$ cat src/rtl/tcpid_pkg.sv
// ---------------------------------------------------------------------------
// Thermo cooler PID package
// Types, limits and fixed-point constants shared by the regulator modules.
// ---------------------------------------------------------------------------
package tcpid_pkg;

    // Accumulator and multiplier widths of the serial multiply-accumulate.
    localparam int ACC_W  = 36;
    localparam int MUL_W  = 16;
    localparam int BIT_W  = 4;

    // Register indexes on the configuration port.
    typedef enum logic [1:0] {
        REG_SETPOINT = 2'd0,
        REG_GAIN_P   = 2'd1,
        REG_GAIN_I   = 2'd2,
        REG_GAIN_D   = 2'd3
    } t_reg_idx;

    // Regulation mode kept between readings.
    typedef enum logic [1:0] {
        MODE_IDLE  = 2'd0,
        MODE_REG   = 2'd1,
        MODE_FAULT = 2'd2
    } t_mode;

    // Reported status codes.
    typedef enum logic [1:0] {
        STAT_IDLE    = 2'd0,
        STAT_REG     = 2'd1,
        STAT_FAULT   = 2'd2,
        STAT_CLEARED = 2'd3
    } t_status;

    // PID term being accumulated.
    typedef enum logic [1:0] {
        TERM_P = 2'd0,
        TERM_I = 2'd1,
        TERM_D = 2'd2
    } t_term;

    typedef enum logic [3:0] {
        ST_IDLE,
        ST_EVAL,
        ST_LOAD,
        ST_STEP,
        ST_DRIVE,
        ST_DAC_LOAD,
        ST_DAC_STEP,
        ST_CODE,
        ST_DONE
    } t_state;

    // Control of the serial multiply-accumulate unit.
    typedef struct packed {
        logic load;
        logic clear;
        logic step;
    } t_mac_ctl;

    localparam logic [15:0] SETPOINT_RST = 16'd0;
    localparam logic [15:0] GAIN_P_RST   = 16'd2867;
    localparam logic [15:0] GAIN_I_RST   = 16'd410;
    localparam logic [15:0] GAIN_D_RST   = 16'd0;

    localparam logic signed [17:0] INTEG_LIMIT    = 18'sd30720;
    localparam logic signed [15:0] TEMP_HIGH      = 16'sd9472;
    localparam logic signed [15:0] TEMP_LOW_FAULT = -16'sd1818;
    localparam logic signed [15:0] TEMP_CLEAR     = 16'sd8960;
    localparam logic signed [ACC_W-1:0] OUT_THRESHOLD = -(ACC_W'(3) <<< 20);

    localparam logic [23:0] DRIVE_MAX  = 24'd3994;
    localparam logic [12:0] DAC_OFFSET = 13'd5553;
    localparam logic [MUL_W-1:0] DAC_SCALE = 16'd13030;
    localparam logic [19:0] CODE_MAX   = 20'd1023;
    localparam logic [12:0] DAC_CMD    = 13'h1000;

endpackage

$ cat src/rtl/tcpid_serial_mac.sv
// ---------------------------------------------------------------------------
// Serial multiply-accumulate
// Shift-and-add unit taking one multiplier bit per cycle while stepped.
// ---------------------------------------------------------------------------
module tcpid_serial_mac (
    input  logic                                   i_clk,
    input  tcpid_pkg::t_mac_ctl                    i_ctl,
    input  logic signed [tcpid_pkg::ACC_W-1:0]     i_mcand,
    input  logic        [tcpid_pkg::MUL_W-1:0]     i_mplier,
    output logic signed [tcpid_pkg::ACC_W-1:0]     o_acc
);

    logic signed [tcpid_pkg::ACC_W-1:0] r_mcand, n_mcand;
    logic        [tcpid_pkg::MUL_W-1:0] r_mplier, n_mplier;
    logic signed [tcpid_pkg::ACC_W-1:0] r_acc, n_acc;

    // The multiplicand moves left as the multiplier moves right, so the
    // accumulator only ever adds the multiplicand or nothing.
    always_comb begin
        n_mcand  = r_mcand;
        n_mplier = r_mplier;
        n_acc    = r_acc;
        if (i_ctl.load) begin
            n_mcand  = i_mcand;
            n_mplier = i_mplier;
            if (i_ctl.clear) begin
                n_acc = '0;
            end
        end else if (i_ctl.step) begin
            if (r_mplier[0]) begin
                n_acc = r_acc + r_mcand;
            end
            n_mcand  = r_mcand <<< 1;
            n_mplier = r_mplier >> 1;
        end
    end

    always_ff @(posedge i_clk) begin
        r_mcand  <= n_mcand;
        r_mplier <= n_mplier;
        r_acc    <= n_acc;
    end

    assign o_acc = r_acc;

endmodule

$ cat src/rtl/thermo_cooler_pid_regulator.sv
// ---------------------------------------------------------------------------
// Thermo cooler PID regulator
// Clamped-integral PID on Q8.8 temperature readings driving a cooler DAC.
// ---------------------------------------------------------------------------
//
//  Channel   Direction  Contents (lowest bit first)
//  s_*       in         temperature[15:0], enable[16], zero pad to 24 bits
//  m_*       out        cooler_on[0], dac_word[13:1], dac_write[14],
//                       status[16:15], zero pad to 24 bits
//  i_cfg_*   in         write enable, register index (2 bits), data (16 bits)
//
// A reading that ends without a PID step (disabled, fault entry, fault held
// or cleared) goes from evaluation straight to the hand-over state. A PID
// step that drives the cooler runs the three gain products through one
// shift-and-add unit at one gain bit per cycle, and the DAC scaling then
// runs on the same unit; a weak output skips the scaling. The next reading
// is taken once the previous result sits in the output register, even while
// that result still waits for its transfer; if the output register is still
// full when a new result is ready, the regulator waits with it. Reset is
// synchronous and active low; it restores the default gains, a zero
// setpoint, idle mode and an empty output register.
// ---------------------------------------------------------------------------
module thermo_cooler_pid_regulator (
    input  logic        i_clk,
    input  logic        i_rst_n,
    input  logic        s_tvalid,
    output logic        s_tready,
    input  logic [23:0] s_tdata,     // temperature[15:0], enable[16]
    output logic        m_tvalid,
    input  logic        m_tready,
    output logic [23:0] m_tdata,     // cooler_on[0], dac_word[13:1],
                                     // dac_write[14], status[16:15]
    input  logic        i_cfg_we,
    input  logic [1:0]  i_cfg_addr,
    input  logic [15:0] i_cfg_wdata
);

    // Configuration registers.
    logic [15:0] r_setpoint, r_gain_p, r_gain_i, r_gain_d;

    // Control and regulation state.
    tcpid_pkg::t_state r_state, n_state;
    tcpid_pkg::t_mode  r_mode, n_mode;
    tcpid_pkg::t_term  r_term, n_term;
    logic [tcpid_pkg::BIT_W-1:0] r_bit, n_bit;
    logic signed [15:0] r_integ, n_integ;
    logic signed [16:0] r_prev, n_prev;
    logic               r_m_valid, n_m_valid;

    // Per-reading working registers.
    logic signed [15:0] r_temp, n_temp;
    logic               r_en, n_en;
    logic signed [16:0] r_err, n_err;
    logic signed [15:0] r_sum, n_sum;
    logic signed [17:0] r_derr, n_derr;
    logic [12:0]        r_diff, n_diff;
    logic               r_res_cooler, n_res_cooler;
    logic [12:0]        r_res_word, n_res_word;
    tcpid_pkg::t_status r_res_status, n_res_status;
    logic [23:0]        r_m_data, n_m_data;

    // Serial multiply-accumulate unit.
    tcpid_pkg::t_mac_ctl mac_ctl;
    logic signed [tcpid_pkg::ACC_W-1:0] mac_mcand;
    logic [tcpid_pkg::MUL_W-1:0]        mac_mplier;
    logic signed [tcpid_pkg::ACC_W-1:0] mac_acc;

    tcpid_serial_mac u_mac (
        .i_clk    (i_clk),
        .i_ctl    (mac_ctl),
        .i_mcand  (mac_mcand),
        .i_mplier (mac_mplier),
        .o_acc    (mac_acc)
    );

    // Error, clamped integral and error difference of the current reading.
    logic signed [16:0] err_val;
    logic signed [17:0] sum_wide;
    logic signed [15:0] sum_val;
    logic signed [17:0] derr_val;
    logic               temp_out_of_range;

    assign err_val  = {r_setpoint[15], r_setpoint} - {r_temp[15], r_temp};
    assign sum_wide = {{2{r_integ[15]}}, r_integ} + {err_val[16], err_val};
    assign derr_val = {err_val[16], err_val} - {r_prev[16], r_prev};
    assign temp_out_of_range = (r_temp > tcpid_pkg::TEMP_HIGH) ||
                               (r_temp <= tcpid_pkg::TEMP_LOW_FAULT);

    always_comb begin
        if (sum_wide > tcpid_pkg::INTEG_LIMIT) begin
            sum_val = tcpid_pkg::INTEG_LIMIT[15:0];
        end else if (sum_wide < -tcpid_pkg::INTEG_LIMIT) begin
            sum_val = 16'(-tcpid_pkg::INTEG_LIMIT);
        end else begin
            sum_val = sum_wide[15:0];
        end
    end

    // Drive voltage in Q8.8 from the negated PID output, capped at 15.6 V.
    logic signed [tcpid_pkg::ACC_W-1:0] neg_pid;
    logic [23:0] drive_full;
    logic [11:0] drive_val;
    logic [19:0] code_full;
    logic [9:0]  code_val;

    assign neg_pid    = -mac_acc;
    assign drive_full = neg_pid[35:12];
    assign drive_val  = (drive_full > tcpid_pkg::DRIVE_MAX) ?
                        tcpid_pkg::DRIVE_MAX[11:0] : drive_full[11:0];
    assign code_full  = mac_acc[35:16];
    assign code_val   = (code_full > tcpid_pkg::CODE_MAX) ?
                        tcpid_pkg::CODE_MAX[9:0] : code_full[9:0];

    assign s_tready = (r_state == tcpid_pkg::ST_IDLE);
    assign m_tvalid = r_m_valid;
    assign m_tdata  = r_m_data;

    // Configuration writes.
    always_ff @(posedge i_clk) begin
        if (!i_rst_n) begin
            r_setpoint <= tcpid_pkg::SETPOINT_RST;
            r_gain_p   <= tcpid_pkg::GAIN_P_RST;
            r_gain_i   <= tcpid_pkg::GAIN_I_RST;
            r_gain_d   <= tcpid_pkg::GAIN_D_RST;
        end else if (i_cfg_we) begin
            unique case (tcpid_pkg::t_reg_idx'(i_cfg_addr))
                tcpid_pkg::REG_SETPOINT: r_setpoint <= i_cfg_wdata;
                tcpid_pkg::REG_GAIN_P:   r_gain_p   <= i_cfg_wdata;
                tcpid_pkg::REG_GAIN_I:   r_gain_i   <= i_cfg_wdata;
                tcpid_pkg::REG_GAIN_D:   r_gain_d   <= i_cfg_wdata;
                default: ;
            endcase
        end
    end

    // Next state and datapath control.
    always_comb begin
        n_state      = r_state;
        n_mode       = r_mode;
        n_term       = r_term;
        n_bit        = r_bit;
        n_integ      = r_integ;
        n_prev       = r_prev;
        n_temp       = r_temp;
        n_en         = r_en;
        n_err        = r_err;
        n_sum        = r_sum;
        n_derr       = r_derr;
        n_diff       = r_diff;
        n_res_cooler = r_res_cooler;
        n_res_word   = r_res_word;
        n_res_status = r_res_status;
        n_m_data     = r_m_data;
        n_m_valid    = r_m_valid && !m_tready;
        mac_ctl      = '0;
        mac_mcand    = '0;
        mac_mplier   = '0;

        unique case (r_state)
            tcpid_pkg::ST_IDLE: begin
                if (s_tvalid) begin
                    n_temp  = s_tdata[15:0];
                    n_en    = s_tdata[16];
                    n_state = tcpid_pkg::ST_EVAL;
                end
            end

            tcpid_pkg::ST_EVAL: begin
                // Default to a quiet result; only a strong PID output drives.
                n_res_cooler = 1'b0;
                n_res_word   = '0;
                n_state      = tcpid_pkg::ST_DONE;
                if (!r_en) begin
                    n_mode       = tcpid_pkg::MODE_IDLE;
                    n_res_status = tcpid_pkg::STAT_IDLE;
                end else if (r_mode == tcpid_pkg::MODE_FAULT) begin
                    if (r_temp < tcpid_pkg::TEMP_CLEAR) begin
                        n_mode       = tcpid_pkg::MODE_IDLE;
                        n_res_status = tcpid_pkg::STAT_CLEARED;
                    end else begin
                        n_res_status = tcpid_pkg::STAT_FAULT;
                    end
                end else if (temp_out_of_range) begin
                    n_mode       = tcpid_pkg::MODE_FAULT;
                    n_res_status = tcpid_pkg::STAT_FAULT;
                end else begin
                    n_err        = err_val;
                    n_sum        = sum_val;
                    n_derr       = derr_val;
                    n_integ      = sum_val;
                    n_prev       = err_val;
                    n_mode       = tcpid_pkg::MODE_REG;
                    n_res_status = tcpid_pkg::STAT_REG;
                    n_term       = tcpid_pkg::TERM_P;
                    n_state      = tcpid_pkg::ST_LOAD;
                end
            end

            tcpid_pkg::ST_LOAD: begin
                mac_ctl.load  = 1'b1;
                mac_ctl.clear = (r_term == tcpid_pkg::TERM_P);
                case (r_term)
                    tcpid_pkg::TERM_P: begin
                        mac_mcand  = tcpid_pkg::ACC_W'(r_err);
                        mac_mplier = r_gain_p;
                    end
                    tcpid_pkg::TERM_I: begin
                        mac_mcand  = tcpid_pkg::ACC_W'(r_sum);
                        mac_mplier = r_gain_i;
                    end
                    default: begin
                        mac_mcand  = tcpid_pkg::ACC_W'(r_derr);
                        mac_mplier = r_gain_d;
                    end
                endcase
                n_bit   = '0;
                n_state = tcpid_pkg::ST_STEP;
            end

            tcpid_pkg::ST_STEP: begin
                mac_ctl.step = 1'b1;
                n_bit        = r_bit + 1'b1;
                if (r_bit == '1) begin
                    if (r_term == tcpid_pkg::TERM_D) begin
                        n_state = tcpid_pkg::ST_DRIVE;
                    end else begin
                        n_term  = tcpid_pkg::t_term'(r_term + 2'd1);
                        n_state = tcpid_pkg::ST_LOAD;
                    end
                end
            end

            tcpid_pkg::ST_DRIVE: begin
                if (mac_acc < tcpid_pkg::OUT_THRESHOLD) begin
                    n_diff  = tcpid_pkg::DAC_OFFSET - {1'b0, drive_val};
                    n_state = tcpid_pkg::ST_DAC_LOAD;
                end else begin
                    n_state = tcpid_pkg::ST_DONE;
                end
            end

            tcpid_pkg::ST_DAC_LOAD: begin
                mac_ctl.load  = 1'b1;
                mac_ctl.clear = 1'b1;
                mac_mcand     = tcpid_pkg::ACC_W'({1'b0, r_diff});
                mac_mplier    = tcpid_pkg::DAC_SCALE;
                n_bit         = '0;
                n_state       = tcpid_pkg::ST_DAC_STEP;
            end

            tcpid_pkg::ST_DAC_STEP: begin
                mac_ctl.step = 1'b1;
                n_bit        = r_bit + 1'b1;
                if (r_bit == '1) begin
                    n_state = tcpid_pkg::ST_CODE;
                end
            end

            tcpid_pkg::ST_CODE: begin
                n_res_cooler = 1'b1;
                n_res_word   = tcpid_pkg::DAC_CMD + 13'({code_val, 2'b00});
                n_state      = tcpid_pkg::ST_DONE;
            end

            tcpid_pkg::ST_DONE: begin
                // Hand over once the output register is free or being emptied.
                if (!r_m_valid || m_tready) begin
                    n_m_valid = 1'b1;
                    n_m_data  = {7'd0, r_res_status, r_res_cooler,
                                 r_res_word, r_res_cooler};
                    n_state   = tcpid_pkg::ST_IDLE;
                end
            end

            default: n_state = tcpid_pkg::ST_IDLE;
        endcase
    end

    always_ff @(posedge i_clk) begin
        if (!i_rst_n) begin
            r_state   <= tcpid_pkg::ST_IDLE;
            r_mode    <= tcpid_pkg::MODE_IDLE;
            r_integ   <= '0;
            r_prev    <= '0;
            r_m_valid <= 1'b0;
            r_term    <= tcpid_pkg::TERM_P;
            r_bit     <= '0;
        end else begin
            r_state   <= n_state;
            r_mode    <= n_mode;
            r_integ   <= n_integ;
            r_prev    <= n_prev;
            r_m_valid <= n_m_valid;
            r_term    <= n_term;
            r_bit     <= n_bit;
        end
    end

    always_ff @(posedge i_clk) begin
        r_temp       <= n_temp;
        r_en         <= n_en;
        r_err        <= n_err;
        r_sum        <= n_sum;
        r_derr       <= n_derr;
        r_diff       <= n_diff;
        r_res_cooler <= n_res_cooler;
        r_res_word   <= n_res_word;
        r_res_status <= n_res_status;
        r_m_data     <= n_m_data;
    end

`ifndef ASSERT_OFF
    // The stored integral never leaves the clamp window.
    a_integ_clamped: assert property (@(posedge i_clk) disable iff (!i_rst_n)
        (r_integ <= 16'sd30720) && (r_integ >= -16'sd30720))
        else $error("integral sum outside clamp window");

    // A DAC write is only reported while regulating with the cooler on.
    a_write_regulating: assert property (@(posedge i_clk) disable iff (!i_rst_n)
        (m_tvalid && m_tdata[14]) |->
            (m_tdata[0] && (m_tdata[16:15] == tcpid_pkg::STAT_REG)))
        else $error("DAC write outside regulation");

    // A driven word always carries the command bit and a whole code.
    a_word_form: assert property (@(posedge i_clk) disable iff (!i_rst_n)
        (m_tvalid && m_tdata[14]) |-> (m_tdata[13] && (m_tdata[2:1] == 2'b00)))
        else $error("malformed DAC word");

    // A transfer on the input side starts evaluation in the next cycle.
    a_accept_eval: assert property (@(posedge i_clk) disable iff (!i_rst_n)
        (s_tvalid && s_tready) |=> (r_state == tcpid_pkg::ST_EVAL))
        else $error("accepted reading not evaluated");

    // While in fault mode, a finished reading always carries a fault status.
    a_fault_status: assert property (@(posedge i_clk) disable iff (!i_rst_n)
        ((r_mode == tcpid_pkg::MODE_FAULT) && (r_state == tcpid_pkg::ST_DONE)) |->
            (r_res_status == tcpid_pkg::STAT_FAULT))
        else $error("fault mode without fault status");
`endif

endmodule

$ cat config.mk
export PLATFORM = sky130hd
export DESIGN_NAME = thermo_cooler_pid_regulator
export DESIGN_NICKNAME = d
export VERILOG_FILES = /design/src/rtl/tcpid_pkg.sv /design/src/rtl/tcpid_serial_mac.sv /design/src/rtl/thermo_cooler_pid_regulator.sv
export SDC_FILE = /design/constraint.sdc
export NUM_CORES = 1
export LEC_CHECK = 0
export ABC_CLOCK_PERIOD_IN_PS = 6400
export BUFFER_PORTS_ARGS = -buffer_cell sky130_fd_sc_hd__buf_4
export CAP_MARGIN = 25
export CORE_UTILIZATION = 45
export DETAILED_ROUTE_END_ITERATION = 12
export SETUP_SLACK_MARGIN = 0.2
export SKIP_CTS_REPAIR_TIMING = 1
export SYNTH_ARGS = -nofsm -noshare
export SYNTH_HDL_FRONTEND = slang
export SYNTH_HIERARCHICAL = 1
export SYNTH_SLANG_ARGS = --single-unit
$ cat constraint.sdc
create_clock -name i_clk -period 6.4 [get_ports i_clk]
set_clock_uncertainty 0.2 [all_clocks]
set_input_delay 0.96 -clock i_clk [delete_from_list [all_inputs] [get_ports i_clk]]
set_output_delay 0.96 -clock i_clk [all_outputs]
set_load 0.01 [all_outputs]
==> impl_metrics.ini <==
[setup_path]
crit_path_cell_trace = ha_1 > fa_1 > nor2b_1 > o21ai_0 > a21boi_0 > o21a_1 > o21ai_0 > a21boi_0 > o21ai_0 > and2_1 > ha_1 > a41oi_1 > o221ai_1 > a311oi_2 > nor2_1 > a2111oi_0 > nor3_2 > a31oi_1 > a32oi_4 > buf_4 > o31a_1
slowest_delay_ps = 520
r2r.worst_path.cells = 21
cp-end-kind = flip-flop
r2r-end = r_integ[11]
criticalPathCategory = reg2reg
path_common_cell = o21ai_0
reg2reg_slack_ps = 710
cp-start-kind = flip-flop
timing.rr.start = r_temp[0]
cp_max_fo = 9
crit_path_top_delay_cell = a2111oi_0
cp.required_ps = 6620
critPathArrivalTime_ps = 5910

[min_path]
min_path_type = reg2reg
min_to = m_tdata[8]
hold_depth = 0
holdCritStartpoint = r_res_word[7]

[route]
route.detailed.drc = 0
drt-initial-drc-count = 826
first_pass_iters = 6
num_vias = 13000
ant_nets = 0
routed_via_density = 5.59
drt-total-wl_um = 42700
wl_per_cell_um = 18.4

[global_route]
grt_overflow = 0
grt_pass1_vias = 12400
grt_max_degree = 78
grt_usage_pct = 21.9
grt_pass1_wl_um = 66600
antenna_found_initial = 1

[yosys]
yosysWarnings = 6
synth_compound_area_share_pct = 17.8
synth_simple_gate_area_share_pct = 16.3
synthMuxAreaShare_pct = 3.77
synth_top_family_by_area = compound AO/OA/AOI/OAI gates
ys_seq_elements = 307
syn_area_per_cell_um2 = 9.79
synthArstFlopShare_pct = 0
yosysSeqAreaShare_pct = 47.3
synth_flop_cell = edfxtp_1
synth_enable_flop_cells = 197
synth_fa_ha_area_share_pct = 7.03
synth_cell_types = 91
synth_xor_area_share_pct = 3.62
syn_inst = 1753
syn_area_um2 = 17200

[power]
cellLeakagePower_nw = 7.10
pwr_density_cell_nw_per_um2 = 252
irDropWorstVdd_v = 0.000198

[finish]
area_delta_synth_final_pct = 11.9
nets = 1931
diodes = 0
finalCoreUtilization_pct = 51.1
final.fill_count = 3491
multi_input_area_um2 = 8420
drive_gt1_share_pct = 13.1
seq_area_um2 = 8120

[placed_design]
port_buffers = 56
gp_congestion = 0.885
hpwl_um = 30000

[floorplanning]
die_h_um = 197
start_util_pct = 45.7
core_um2 = 37600
ios = 73
die-area_um2 = 38900
die_w_um = 197
row_count = 71

[sta]
max_freq_mhz = 176
tns_ps = 0
period_minus_slack_ps = 5690
slew_violations = 0
worst_pin_slew_ps = 1070
slew_headroom_pct = 28.6
rsz0062_at_grt = false
report.final.setup_viol = 0
post-route-period-util_pct = 89.0
hold_violations = 0

[cts]
clkTransAtPathRegs_ps = 60
htreeDepth = 2
cts_buffer_depth = 3
insertion_delay_ps = 540
cts_buffers = 37
clockRootBuffer = clkbuf_16
clock-sinks = 307
cts_tree = done

[job]
max_cap_viol_count = 0

[outcome]
outcome = complete, no violations
[cell families (layout without fill, tap and decap cells)]
group | Yosys count | after routing
AND/OR/NAND/NOR | 588 | 588
AO/OA/AOI/OAI | 466 | 466
flip-flops | 307 | 307
buffers and inverters | 168 | 221
adder cells (fa/ha/maj) | 94 | 94
XOR/XNOR | 71 | 71
multiplexers | 58 | 58
other | 1 | 9
[Yosys cell counts (all sizes together) (5+ instances only)]
| cell type | count | share of area, % |
|---|---|---|
| xor2 | 23 | 1.2 |
| and2 | 18 | 0.66 |
| o21bai | 7 | 0.31 |
| a21o | 27 | 1.2 |
| ha | 90 | 6.6 |
| a21oi | 173 | 5.1 |
| dfxtp | 110 | 13 |
| a211oi | 19 | 0.95 |
| o21a | 30 | 1.3 |
| o21ai | 82 | 2.4 |
| nor3b | 6 | 0.26 |
| or4 | 11 | 0.52 |
| buf | 17 | 0.71 |
| and3 | 10 | 0.36 |
| clkbuf | 70 | 1.7 |
| o211ai | 9 | 0.39 |
| or3 | 16 | 0.58 |
| xnor2 | 48 | 2.4 |
| nor2 | 113 | 2.5 |
| nand3b | 6 | 0.26 |
| or2 | 13 | 0.47 |
| nand4 | 16 | 0.66 |
| nor3 | 26 | 0.79 |
| inv | 81 | 1.8 |
| mux2i | 5 | 0.29 |
| a21boi | 11 | 0.50 |
| o311ai | 5 | 0.30 |
| o31ai | 9 | 0.53 |
| nand2 | 246 | 5.4 |
| nand3 | 51 | 1.5 |
| a22oi | 18 | 0.79 |
| nand2b | 10 | 0.36 |
| nor2b | 23 | 0.84 |
| a31oi | 13 | 0.56 |
| nor4 | 14 | 0.69 |
| edfxtp | 197 | 34 |
| a22o | 22 | 1.1 |
| mux2 | 53 | 3.5 |
[metrics by stage]
step / cells / area [µm²] / worst slack (ps) / total power, W / hold WS (ps)
global route: 2325 / 19200 / 263 / 0.00504 / 226
CTS: 2322 / 19200 / 544 / 0.00488 / 219
finish: 2325 / 19200 / 706 / 0.00484 / 217
detailed placement: 2259 / 18000 / 559 / 0.00287 / 206
floorplan: 1761 / 17200 / 1410 / 0.00269 / 200
global placement: 2259 / 18000 / 577 / 0.00286 / 201
[per-layer routing]
layer,wire length (µm),GRT usage [%]
met1,19600,29.8
met2,19600,35.1
met3,2310,3.59
met4,1140,7.67
met5,0,0
[placed cells by master, fill, tap and decap left out, types with 9 or more instances in the layout]
| cell type | n |
|---|---|
| a211oi_1 | 15 |
| a21o_1 | 27 |
| a21oi_1 | 168 |
| a22o_1 | 22 |
| a22oi_1 | 18 |
| a31oi_1 | 12 |
| and2_1 | 18 |
| and3_1 | 10 |
| buf_4 | 75 |
| clkbuf_16 | 37 |
| conb_1 | 9 |
| dfxtp_1 | 110 |
| edfxtp_1 | 197 |
| ha_1 | 90 |
| inv_1 | 80 |
| mux2_2 | 53 |
| nand2_1 | 245 |
| nand2b_1 | 10 |
| nand3_1 | 51 |
| nand4_1 | 14 |
| nor2_1 | 111 |
| nor2b_1 | 23 |
| nor3_1 | 25 |
| o211ai_1 | 9 |
| o21a_1 | 30 |
| o21ai_0 | 61 |
| o21ai_1 | 19 |
| or2_2 | 12 |
| or3_1 | 16 |
| or4_1 | 9 |
| xnor2_1 | 48 |
| xor2_1 | 23 |
[worst max path at each step]
stage               startpoint     endpoint
finish               r_temp[0]  r_integ[11]
CTS                  r_temp[1]   r_integ[3]
global placement     r_temp[1]   r_integ[0]
floorplan            r_temp[2]    r_sum[11]
detailed placement   r_temp[1]   r_integ[3]
global route         r_temp[2]  r_integ[11]
[state kept, by name, summed over array words and instances (netlist names), 14 cells and up]
register,cells
r_gain_d,16
u_mac/r_mcand,36
m_tdata,14
r_gain_i,16
r_sum,16
r_integ,16
r_prev,17
r_setpoint,16
u_mac/r_mplier,16
r_temp,16
u_mac/o_acc,36
r_derr,18
r_err,17
r_gain_p,16
[power by group]
| part | internal (W) | leakage, nW | switching (W) |
|---|---|---|---|
| logic | 0.000241 | 3.87 | 0.000382 |
| clock network | 0.00118 | 0.551 | 0.000823 |
| registers | 0.00219 | 2.68 | 0.0000320 |
| total | 0.00361 | 7.10 | 0.00124 |
[critical path: cells and delay by family, from the launching register on]
family | cells | cell delay, ps
buffers and inverters | 1 | 230
DFF | 1 | 420
and+or+nand+nor | 4 | 640
AOI/OAI and AO/OA | 13 | 3050
adders and majority gates | 3 | 1030
[area by class of cell]
cell class              count  share of cell area [%]
clock buffers              48                    5.19
clock inverters            15                   0.716
inverters                  81                    1.58
multi-input cells        1286                    43.8
flip-flops and latches    307                    42.2
well taps                 511                    3.33
repair buffers             77                    3.14
(Power assumes the default switching activity.)
